===== config.mk =====
export PLATFORM = sky130hd
export DESIGN_NAME = circular_next_free_slot_allocator_flat
export DESIGN_NICKNAME = d
export VERILOG_FILES = /design/src/rtl/cnfsa_pkg.sv /design/src/rtl/cnfsa_req_if.sv /design/src/rtl/cnfsa_rsp_if.sv /design/src/rtl/circular_next_free_slot_allocator.sv /design/src/rtl/cnfsa_ram.sv /design/src/flat_wrapper.sv
export SDC_FILE = /design/constraint.sdc
export NUM_CORES = 2
export LEC_CHECK = 0
export ABC_AREA = 1
export BUFFER_PORTS_ARGS = -buffer_cell sky130_fd_sc_hd__buf_2
export CORE_MARGIN = 1
export CORE_UTILIZATION = 60
export CTS_BUF_LIST = sky130_fd_sc_hd__clkbuf_4 sky130_fd_sc_hd__clkbuf_8
export DETAILED_ROUTE_END_ITERATION = 10
export GPL_TIMING_DRIVEN = 0
export PLACE_DENSITY = 0.83
export SETUP_SLACK_MARGIN = 0.4
export SKIP_CTS_REPAIR_TIMING = 1
export SYNTH_ARGS = -nofsm -noshare
export SYNTH_HDL_FRONTEND = slang
export SYNTH_SLANG_ARGS = --single-unit

===== constraint.sdc =====
create_clock -name clk_i -period 17.2 [get_ports clk_i]
set_input_delay 3.44 -clock clk_i [delete_from_list [all_inputs] [get_ports clk_i]]
set_output_delay 3.44 -clock clk_i [all_outputs]
set_load 0.05 [all_outputs]

===== src/rtl/cnfsa_pkg.sv =====
// Shared types, constants and helper functions of the circular slot allocator.
// No dependencies; imported by the interfaces, the RAM user and the top level.
package cnfsa_pkg;

  localparam int SLOT_W            = 10;
  localparam int STATUS_W          = 2;
  localparam int CFG_W             = 11;
  localparam int WORD_W            = 32;
  localparam int BIT_W             = 5;
  localparam int SLOT_SPAN         = 1024;
  localparam int NUM_SLOTS_DEFAULT = 1024;
  localparam int PADDR_W           = 2;
  localparam int PDATA_W           = 32;

  typedef enum logic {
    CMD_ALLOC   = 1'b0,
    CMD_RELEASE = 1'b1
  } cmd_e;

  typedef enum logic [STATUS_W-1:0] {
    ST_OK       = 2'd0,
    ST_FULL     = 2'd1,
    ST_BAD_SLOT = 2'd2
  } status_e;

  localparam logic [PADDR_W-1:0] ADDR_SLOTS_IN_USE = 2'd0;
  localparam logic [CFG_W-1:0]   SLOTS_IN_USE_RST  = 11'd1024;

  // Index of the lowest set bit; zero for an empty word.
  function automatic logic [BIT_W-1:0] lowest_set(input logic [WORD_W-1:0] v);
    logic [BIT_W-1:0] r;
    r = '0;
    for (int i = WORD_W - 1; i >= 0; i--) begin
      if (v[i]) begin
        r = BIT_W'(i);
      end
    end
    return r;
  endfunction

  // Bits strictly below position b.
  function automatic logic [WORD_W-1:0] below_mask(input logic [BIT_W-1:0] b);
    return (WORD_W'(1) << b) - WORD_W'(1);
  endfunction

  // Bits at or below position b.
  function automatic logic [WORD_W-1:0] upto_mask(input logic [BIT_W-1:0] b);
    return ((WORD_W'(1) << b) << 1) - WORD_W'(1);
  endfunction

endpackage


===== src/rtl/cnfsa_req_if.sv =====
// Request channel of the slot allocator: command and slot with valid/ready.
// Depends on cnfsa_pkg.
interface cnfsa_req_if import cnfsa_pkg::*; ();
  logic              valid;
  logic              ready;
  logic              command;
  logic [SLOT_W-1:0] slot;

  modport source (output valid, command, slot, input ready);
  modport sink   (input valid, command, slot, output ready);
endinterface


===== src/rtl/cnfsa_rsp_if.sv =====
// Response channel of the slot allocator: granted slot and status with valid/ready.
// Depends on cnfsa_pkg.
interface cnfsa_rsp_if import cnfsa_pkg::*; ();
  logic                valid;
  logic                ready;
  logic [SLOT_W-1:0]   granted_slot;
  logic [STATUS_W-1:0] status;

  modport source (output valid, granted_slot, status, input ready);
  modport sink   (input valid, granted_slot, status, output ready);
endinterface


===== src/rtl/circular_next_free_slot_allocator.sv =====
// Circular next-free slot allocator: occupancy words in a RAM plus a word summary.
// Depends on cnfsa_pkg, cnfsa_req_if, cnfsa_rsp_if and cnfsa_ram.
//
// Usage:
//   req_i carries command (allocate / release) and slot; rsp_o returns
//   granted_slot and status, one response per request, in order.
//   The APB port holds slots_in_use at address 0; write it only while idle.
// Timing:
//   One request is processed at a time. A bad slot goes straight to the
//   response; a release or an allocate that hits the preferred word reads
//   that word only, and the search may also read the last active word and
//   then a further word. The steps are set by the occupancy RAM and its
//   registered read data: each word visited costs one read. The response
//   sits in an output register, so a new request is taken while the
//   previous response waits.
// Reset:
//   All slots free, slots_in_use = 1024. Per-word valid flags stand in for a
//   cleared RAM, so no clearing pass is needed and requests flow at once.
// Back-pressure:
//   If rsp_o is stalled with a response pending, the next result waits in the
//   block and no further request is taken until the output register frees.
module circular_next_free_slot_allocator import cnfsa_pkg::*; #(
  parameter int NUM_SLOTS = NUM_SLOTS_DEFAULT
) (
  input  logic               clk_i,
  input  logic               rst_ni,
  cnfsa_req_if.sink          req_i,
  cnfsa_rsp_if.source        rsp_o,
  input  logic               psel,
  input  logic               penable,
  input  logic               pwrite,
  input  logic [PADDR_W-1:0] paddr,
  input  logic [PDATA_W-1:0] pwdata,
  output logic [PDATA_W-1:0] prdata,
  output logic               pready
);

  localparam int NCAP   = (NUM_SLOTS < SLOT_SPAN) ? NUM_SLOTS : SLOT_SPAN;
  localparam int NW_RAW = (NCAP + WORD_W - 1) / WORD_W;
  localparam int NWORDS = (NW_RAW < 2) ? 2 : NW_RAW;
  localparam int WIDX_W = $clog2(NWORDS);

  typedef enum logic [5:0] {
    S_IDLE     = 6'b000001,
    S_RD_FIRST = 6'b000010,
    S_RD_LAST  = 6'b000100,
    S_SEARCH   = 6'b001000,
    S_RD_CAND  = 6'b010000,
    S_DONE     = 6'b100000
  } state_e;

  state_e              state_q, state_d;
  logic [CFG_W-1:0]    slots_q, slots_d;
  logic [NWORDS-1:0]   full_q, full_d;
  logic [NWORDS-1:0]   vld_q, vld_d;
  logic                rd_vld_q, rd_vld_d;
  logic                lwok_q, lwok_d;
  logic                out_vld_q, out_vld_d;

  cmd_e                cmd_q, cmd_d;
  logic [WIDX_W-1:0]   ws_q, ws_d;
  logic [BIT_W-1:0]    off_q, off_d;
  logic [WORD_W-1:0]   wsw_q, wsw_d;
  logic [WIDX_W-1:0]   cw_q, cw_d;
  logic [SLOT_W-1:0]   res_slot_q, res_slot_d;
  status_e             res_status_q, res_status_d;
  logic [SLOT_W-1:0]   out_slot_q, out_slot_d;
  status_e             out_status_q, out_status_d;

  logic                ram_we, ram_re;
  logic [WIDX_W-1:0]   ram_waddr, ram_raddr;
  logic [WORD_W-1:0]   ram_wdata, ram_rdata, rdword;

  logic [CFG_W-1:0]    n_act, nm1;
  logic [WIDX_W-1:0]   lw;
  logic [WORD_W-1:0]   lastmask, ws_act, cw_act;
  logic [WORD_W-1:0]   hi_free, lo_free, cand_free;
  logic                in_fire, in_bad, cfg_wr;
  logic [WIDX_W-1:0]   in_ws;

  logic [NWORDS-1:0]   cand;
  logic [WIDX_W-1:0]   cand_hi, cand_any, cand_idx;
  logic                cand_hi_found, cand_any_found;

  cnfsa_ram #(
    .WIDTH (WORD_W),
    .DEPTH (NWORDS)
  ) u_ram (
    .clk_i   (clk_i),
    .we_i    (ram_we),
    .waddr_i (ram_waddr),
    .wdata_i (ram_wdata),
    .re_i    (ram_re),
    .raddr_i (ram_raddr),
    .rdata_o (ram_rdata)
  );

  // Configuration port
  assign pready = 1'b1;
  assign cfg_wr = psel & penable & pwrite & (paddr == ADDR_SLOTS_IN_USE);
  assign prdata = (paddr == ADDR_SLOTS_IN_USE) ? PDATA_W'(slots_q) : '0;
  assign slots_d = cfg_wr ? pwdata[CFG_W-1:0] : slots_q;

  // Active range
  assign n_act    = (slots_q > CFG_W'(NCAP)) ? CFG_W'(NCAP) : slots_q;
  assign nm1      = n_act - CFG_W'(1);
  assign lw       = nm1[WIDX_W+BIT_W-1:BIT_W];
  assign lastmask = upto_mask(nm1[BIT_W-1:0]);

  // A word never written reads as all free
  assign rdword = rd_vld_q ? ram_rdata : '0;

  assign in_fire = req_i.valid & req_i.ready;
  assign in_ws   = req_i.slot[WIDX_W+BIT_W-1:BIT_W];
  assign in_bad  = {1'b0, req_i.slot} >= n_act;

  assign ws_act    = (ws_q == lw) ? lastmask : '1;
  assign cw_act    = (cw_q == lw) ? lastmask : '1;
  assign hi_free   = ~rdword & ~below_mask(off_q) & ws_act;
  assign lo_free   = ~wsw_q & below_mask(off_q) & ws_act;
  assign cand_free = ~rdword & cw_act;

  // Summary search over the other active words, wrapping after the last one
  always_comb begin
    cand           = '0;
    cand_hi        = '0;
    cand_any       = '0;
    cand_hi_found  = 1'b0;
    cand_any_found = 1'b0;
    for (int i = 0; i < NWORDS; i++) begin
      cand[i] = (WIDX_W'(i) == lw) ? lwok_q : ~full_q[i];
      cand[i] = cand[i] & (WIDX_W'(i) <= lw) & (WIDX_W'(i) != ws_q);
    end
    for (int i = NWORDS - 1; i >= 0; i--) begin
      if (cand[i]) begin
        cand_any       = WIDX_W'(i);
        cand_any_found = 1'b1;
        if (WIDX_W'(i) > ws_q) begin
          cand_hi       = WIDX_W'(i);
          cand_hi_found = 1'b1;
        end
      end
    end
  end

  assign cand_idx = cand_hi_found ? cand_hi : cand_any;

  always_comb begin
    state_d      = state_q;
    rd_vld_d     = rd_vld_q;
    lwok_d       = lwok_q;
    out_vld_d    = out_vld_q;
    cmd_d        = cmd_q;
    ws_d         = ws_q;
    off_d        = off_q;
    wsw_d        = wsw_q;
    cw_d         = cw_q;
    res_slot_d   = res_slot_q;
    res_status_d = res_status_q;
    out_slot_d   = out_slot_q;
    out_status_d = out_status_q;
    full_d       = full_q;
    vld_d        = vld_q;
    ram_we       = 1'b0;
    ram_waddr    = ws_q;
    ram_wdata    = wsw_q;
    ram_re       = 1'b0;
    ram_raddr    = ws_q;

    if (rsp_o.valid && rsp_o.ready) begin
      out_vld_d = 1'b0;
    end

    case (state_q)
      S_IDLE: begin
        if (in_fire) begin
          cmd_d        = cmd_e'(req_i.command);
          ws_d         = in_ws;
          off_d        = req_i.slot[BIT_W-1:0];
          res_slot_d   = '0;
          res_status_d = ST_OK;
          if (in_bad) begin
            res_status_d = ST_BAD_SLOT;
            state_d      = S_DONE;
          end else begin
            ram_re    = 1'b1;
            ram_raddr = in_ws;
            state_d   = S_RD_FIRST;
          end
        end
      end
      S_RD_FIRST: begin
        wsw_d = rdword;
        if (cmd_q == CMD_RELEASE) begin
          if (rdword[off_q]) begin
            ram_we    = 1'b1;
            ram_waddr = ws_q;
            ram_wdata = rdword & ~(WORD_W'(1) << off_q);
          end else begin
            res_status_d = ST_BAD_SLOT;
          end
          state_d = S_DONE;
        end else if (|hi_free) begin
          ram_we     = 1'b1;
          ram_waddr  = ws_q;
          ram_wdata  = rdword | (WORD_W'(1) << lowest_set(hi_free));
          res_slot_d = SLOT_W'({ws_q, lowest_set(hi_free)});
          state_d    = S_DONE;
        end else if (ws_q == lw) begin
          lwok_d  = 1'b0;
          state_d = S_SEARCH;
        end else begin
          // the summary cannot see the inactive tail of the last word: read it
          ram_re    = 1'b1;
          ram_raddr = lw;
          state_d   = S_RD_LAST;
        end
      end
      S_RD_LAST: begin
        lwok_d  = |(~rdword & lastmask);
        state_d = S_SEARCH;
      end
      S_SEARCH: begin
        if (cand_any_found) begin
          ram_re    = 1'b1;
          ram_raddr = cand_idx;
          cw_d      = cand_idx;
          state_d   = S_RD_CAND;
        end else if (|lo_free) begin
          // wrapped all the way round to the part below the preferred slot
          ram_we     = 1'b1;
          ram_waddr  = ws_q;
          ram_wdata  = wsw_q | (WORD_W'(1) << lowest_set(lo_free));
          res_slot_d = SLOT_W'({ws_q, lowest_set(lo_free)});
          state_d    = S_DONE;
        end else begin
          res_status_d = ST_FULL;
          state_d      = S_DONE;
        end
      end
      S_RD_CAND: begin
        if (|cand_free) begin
          ram_we     = 1'b1;
          ram_waddr  = cw_q;
          ram_wdata  = rdword | (WORD_W'(1) << lowest_set(cand_free));
          res_slot_d = SLOT_W'({cw_q, lowest_set(cand_free)});
        end else begin
          res_status_d = ST_FULL;
        end
        state_d = S_DONE;
      end
      S_DONE: begin
        // hold the result until the output register is free
        if (!out_vld_q || rsp_o.ready) begin
          out_vld_d    = 1'b1;
          out_slot_d   = res_slot_q;
          out_status_d = res_status_q;
          state_d      = S_IDLE;
        end
      end
      default: begin
        state_d = S_IDLE;
      end
    endcase

    if (ram_re) begin
      rd_vld_d = vld_q[ram_raddr];
    end
    if (ram_we) begin
      full_d[ram_waddr] = &ram_wdata;
      vld_d[ram_waddr]  = 1'b1;
    end
  end

  always_ff @(posedge clk_i or negedge rst_ni) begin
    if (!rst_ni) begin
      state_q   <= S_IDLE;
      slots_q   <= SLOTS_IN_USE_RST;
      full_q    <= '0;
      vld_q     <= '0;
      rd_vld_q  <= 1'b0;
      lwok_q    <= 1'b0;
      out_vld_q <= 1'b0;
    end else begin
      state_q   <= state_d;
      slots_q   <= slots_d;
      full_q    <= full_d;
      vld_q     <= vld_d;
      rd_vld_q  <= rd_vld_d;
      lwok_q    <= lwok_d;
      out_vld_q <= out_vld_d;
    end
  end

  always_ff @(posedge clk_i) begin
    cmd_q        <= cmd_d;
    ws_q         <= ws_d;
    off_q        <= off_d;
    wsw_q        <= wsw_d;
    cw_q         <= cw_d;
    res_slot_q   <= res_slot_d;
    res_status_q <= res_status_d;
    out_slot_q   <= out_slot_d;
    out_status_q <= out_status_d;
  end

  assign req_i.ready        = (state_q == S_IDLE);
  assign rsp_o.valid        = out_vld_q;
  assign rsp_o.granted_slot = out_slot_q;
  assign rsp_o.status       = out_status_q;

endmodule


===== src/rtl/cnfsa_ram.sv =====
// Generic single-clock RAM: one write port, one read port, registered read data.
// No dependencies.
module cnfsa_ram #(
  parameter int WIDTH = 32,
  parameter int DEPTH = 32
) (
  input  logic                     clk_i,
  input  logic                     we_i,
  input  logic [$clog2(DEPTH)-1:0] waddr_i,
  input  logic [WIDTH-1:0]         wdata_i,
  input  logic                     re_i,
  input  logic [$clog2(DEPTH)-1:0] raddr_i,
  output logic [WIDTH-1:0]         rdata_o
);

  logic [WIDTH-1:0] mem_q [DEPTH];
  logic [WIDTH-1:0] rdata_q;

  always_ff @(posedge clk_i) begin
    if (we_i) begin
      mem_q[waddr_i] <= wdata_i;
    end
    if (re_i) begin
      rdata_q <= mem_q[raddr_i];
    end
  end

  assign rdata_o = rdata_q;

endmodule

===== src/flat_wrapper.sv =====
// flat-port wrapper written by rule: the top's interface ports become plain ports
module circular_next_free_slot_allocator_flat import cnfsa_pkg::*;
#(
  parameter int NUM_SLOTS = NUM_SLOTS_DEFAULT
)
  (clk_i, rst_ni, psel, penable, pwrite, paddr, pwdata, prdata, pready, req_i_valid, req_i_command, req_i_slot, req_i_ready, rsp_o_valid, rsp_o_granted_slot, rsp_o_status, rsp_o_ready);
  cnfsa_req_if req_i_i ();
  cnfsa_rsp_if rsp_o_i ();
  input  logic clk_i;
  input  logic rst_ni;
  input  logic psel;
  input  logic penable;
  input  logic pwrite;
  input  logic [PADDR_W-1:0] paddr;
  input  logic [PDATA_W-1:0] pwdata;
  output logic [PDATA_W-1:0] prdata;
  output logic pready;
  input wire logic [$bits(req_i_i.valid)-1:0] req_i_valid;
  input wire logic [$bits(req_i_i.command)-1:0] req_i_command;
  input wire logic [$bits(req_i_i.slot)-1:0] req_i_slot;
  output wire logic [$bits(req_i_i.ready)-1:0] req_i_ready;
  output wire logic [$bits(rsp_o_i.valid)-1:0] rsp_o_valid;
  output wire logic [$bits(rsp_o_i.granted_slot)-1:0] rsp_o_granted_slot;
  output wire logic [$bits(rsp_o_i.status)-1:0] rsp_o_status;
  input wire logic [$bits(rsp_o_i.ready)-1:0] rsp_o_ready;
  assign req_i_i.valid = req_i_valid;
  assign req_i_i.command = req_i_command;
  assign req_i_i.slot = req_i_slot;
  assign req_i_ready = req_i_i.ready;
  assign rsp_o_valid = rsp_o_i.valid;
  assign rsp_o_granted_slot = rsp_o_i.granted_slot;
  assign rsp_o_status = rsp_o_i.status;
  assign rsp_o_i.ready = rsp_o_ready;
  circular_next_free_slot_allocator #(.NUM_SLOTS(NUM_SLOTS)) u_core (.clk_i(clk_i), .rst_ni(rst_ni), .req_i(req_i_i), .rsp_o(rsp_o_i), .psel(psel), .penable(penable), .pwrite(pwrite), .paddr(paddr), .pwdata(pwdata), .prdata(prdata), .pready(pready));
endmodule

==> results.cfg <==
[setup_path]
worstPathBufferInverterCount = 9
critical_path_cell_count = 36
crit_family = simple AND/OR/NAND/NOR gates
crit_path_end_kind = flip-flop
criticalPathCategory = flip-flop to flip-flop
cp_common_cell = nand2_1
critical-path-max-stage-delay_ns = 0.81
cp_slowest_cell = a22oi_1
worst_ep_required_time_ns = 17.80
worstSetupStartpointType = flip-flop
worst-path-max-fanout = 10
crit_arrival_ns = 9.85
rr_worst_depth = 36

[die]
io_pins = 99
num_rows = 114
chipWidth_um = 314
die_area_um2 = 98600
fp.coreArea_um2 = 96600
start_util_pct = 60.5
floorplan.die.height_um = 314

[finish]
most-common-layout-cells = 1128 x edfxtp_1, 1023 x nand2_1, 545 x nor2_1
layout_commonest_cell = edfxtp_1
syn2layout_area_growth_pct = 12.8
nets_finish = 6170
ratio_of_cells_with_drive_above_1_in_the_final_layout_pct = 11.8

[synthesis]
synth.lib_cells_used.distinct = 72
ys.warnings.count = 0
syn_area_per_cell_um2 = 10.2
synth.yosys.seq_area_share_pct = 61.5
synthesis.area_um2 = 58400
postSynth.topFlopCell = edfxtp_1
synth-seq-cells = 1211
gate_count_post_synth = 5755
postSynth.asyncResetShare_pct = 6.85
edff_count_synth = 1128

[global_routing]
overflow_left_after_global_routing = 0
grt_start_max_net_pins = 72
antenna_found_initial = 4
grt_pass1_wl_um = 290000
track_usage_pct = 40.5
grt_pass1_vias = 45615

[run]
maxCapViolCount = 2

[detailed_routing]
remaining_antenna_violation_count_after_routing = 0
drt_iter0_drc = 7765
met1_length_um = 72200
routed_wirelength_um = 202000
drt_first_pass_iters = 9
routed_via_density = 6.38
routed-wl-met2_um = 89600
remaining_drc_errors = 0
routed_wire_length_per_instance_um = 26.8
route.vias.total = 48044
met3RoutedLength_um = 26500
highest_routed_metal_layer = met5

[sta]
max_freq_ghz = 0.108
layout_worst_path_cycle_share_pct = 53.7
rsz0062_at_grt = false
finalMaxSlewViolations = 11
fin_setup_tns_ns = 0
period_needed_ns = 9.24
setup_violations = 0
slew-limit-headroom_pct = -3.11
final_hold_viol_count = 0
worst_hold_slack_ns = 0.459
worstMarginPinSlew_ns = 1.55
worst_clock_skew_ns = 0.0814

[cts]
clk_pin_slew_worst_paths_ns = 0.06
cts_made_buffers = 188
tritoncts_num_sinks = 1211
clk_latency_ns = 0.90
tritoncts = yes
clk_root_buffer_cell = clkbuf_8
clock_tree.htree_level_count = 4
cts.path.max_buffers = 3

[outcome]
run_status = finished with violations
failed_checks = max-capacitance violations, max-slew violations

[pwr]
power.leakage_nw = 24.7
power_density_nw_per_um2 = 207
vdd_drop_max_mv = 0.146

[placement]
portBuffers = 55
dp_hpwl_um = 146000
gp_congestion = 1.02

[min_path]
worst_hold_path_type = flip-flop to flip-flop
whs_path_depth = 2
routing by layer:
| layer | global-route usage [%] | vias up |
|---|---|---|
| met4 | 24.3 | 4 |
| li1 | - | 20974 |
| met2 | 62.1 | 3728 |
| met5 | 0 | - |
| met1 | 52.5 | 22597 |
| met3 | 10.1 | 741 |
cell families after synthesis:
kind of cell	count (synthesis)	share of synthesized area, %
other	2	0.0129
and+or+nand+nor	2531	19.5
adders and majority gates	16	0.343
AOI/OAI and AO/OA	1146	12.3
xor gates and xnor gates	39	0.617
DFF	1211	61.5
buffers and inverters	810	5.72
worst paths after layout:
path	slack, ns	to	startpoint
max	7.96	u_core.u_ram.rdata_o[13]$_DFFE_PP_	u_core.off_q[4]$_DFFE_PP_
min	0.46	u_core.vld_q[28]$_DFFE_PN0P_	u_core.vld_q[28]$_DFFE_PN0P_
max reg2reg	7.96	u_core.u_ram.rdata_o[13]$_DFFE_PP_	u_core.off_q[4]$_DFFE_PP_
min reg2reg	0.46	u_core.vld_q[28]$_DFFE_PN0P_	u_core.vld_q[28]$_DFFE_PN0P_
max in group asynchronous	14.09	u_core.state_q[0]$_DFFE_PN1P_	rst_ni
min in group asynchronous	2.42	u_core.slots_q[7]$_DFFE_PN0P_	rst_ni
cell usage after synthesis (14+ instances only):
master	n	area, um^2
ha_1	16	200
nand4_1	85	532
xor2_1	27	236
nor3_1	74	370
o211ai_1	425	3190
inv_1	458	1720
nor2_1	577	2170
or2_1	140	876
nand2_2	17	106
o21ai_0	444	2220
o21ai_1	28	140
buf_4	30	225
nand2_1	1023	3840
o21bai_1	39	293
or2_2	54	338
nand3_2	19	190
nor2_2	28	175
nand3_1	434	2170
o22ai_1	19	119
edfxtp_1	1128	33900
buf_2	69	345
or2_0	38	238
dfrtp_1	81	2030
a21oi_1	119	596
clkbuf_1	194	728
buf_1	22	82.6
a31oi_1	14	87.6
sequential cells by signal, summed over array words and instances (netlist names):
name / flops
u_core.cmd_q: 1
u_core.cw_q: 5
u_core.full_q: 31
u_core.lwok_q: 1
u_core.off_q: 5
u_core.rd_vld_q: 1
u_core.res_slot_q: 10
u_core.res_status_q: 2
u_core.rsp_o.granted_slot: 10
u_core.rsp_o.status: 2
u_core.rsp_o.valid: 1
u_core.slots_q: 11
u_core.state_q: 6
u_core.u_ram.mem_q: 1024
u_core.u_ram.rdata_o: 32
u_core.vld_q: 32
u_core.ws_q: 5
u_core.wsw_q: 32
area by class of cell:
cell class,instances,area (um^2)
Antenna cell,2,5.00
Buffer,326,1520
Clock buffer,261,3190
Clock inverter,79,478
Fill cell,6959,30700
Inverter,484,1820
Multi-Input combinational cell,3754,19500
Sequential cell,1211,36000
Tap cell,1276,1600
Timing Repair Buffer,137,1850
per-stage QoR:
stage / instances / utilization (%) / setup WS, ns / instance area (um^2) / power, mW
2_1_floorplan: 5775 / - / 9.30 / 58500 / 8.00
3_3_place_gp: 7106 / 62.5 / 3.56 / 60400 / 10.6
3_5_place_dp: 7187 / 64.4 / 7.81 / 62200 / 10.9
4_1_cts: 7527 / 68.2 / 8.35 / 65900 / 13.3
5_1_grt: 7529 / 68.2 / 7.61 / 65900 / 14.1
6_report: 7530 / 68.2 / 7.96 / 65900 / 13.7
report_power, final:
part           internal [mW]  switching, mW  total (mW)  leakage, nW
sequential              3.68         0.0840        3.76         11.3
clock                   1.24           1.15        2.39         1.94
combinational           1.93           5.59        7.51         11.4
total                   6.84           6.83        13.7         24.7
tightest hold or removal path: stages, from the launching register on:
cell	delay [ns]
dfrtp_1	0.32
inv_1	0.05
o21ai_0	0.06
Power figures use the tool's default switching activity.
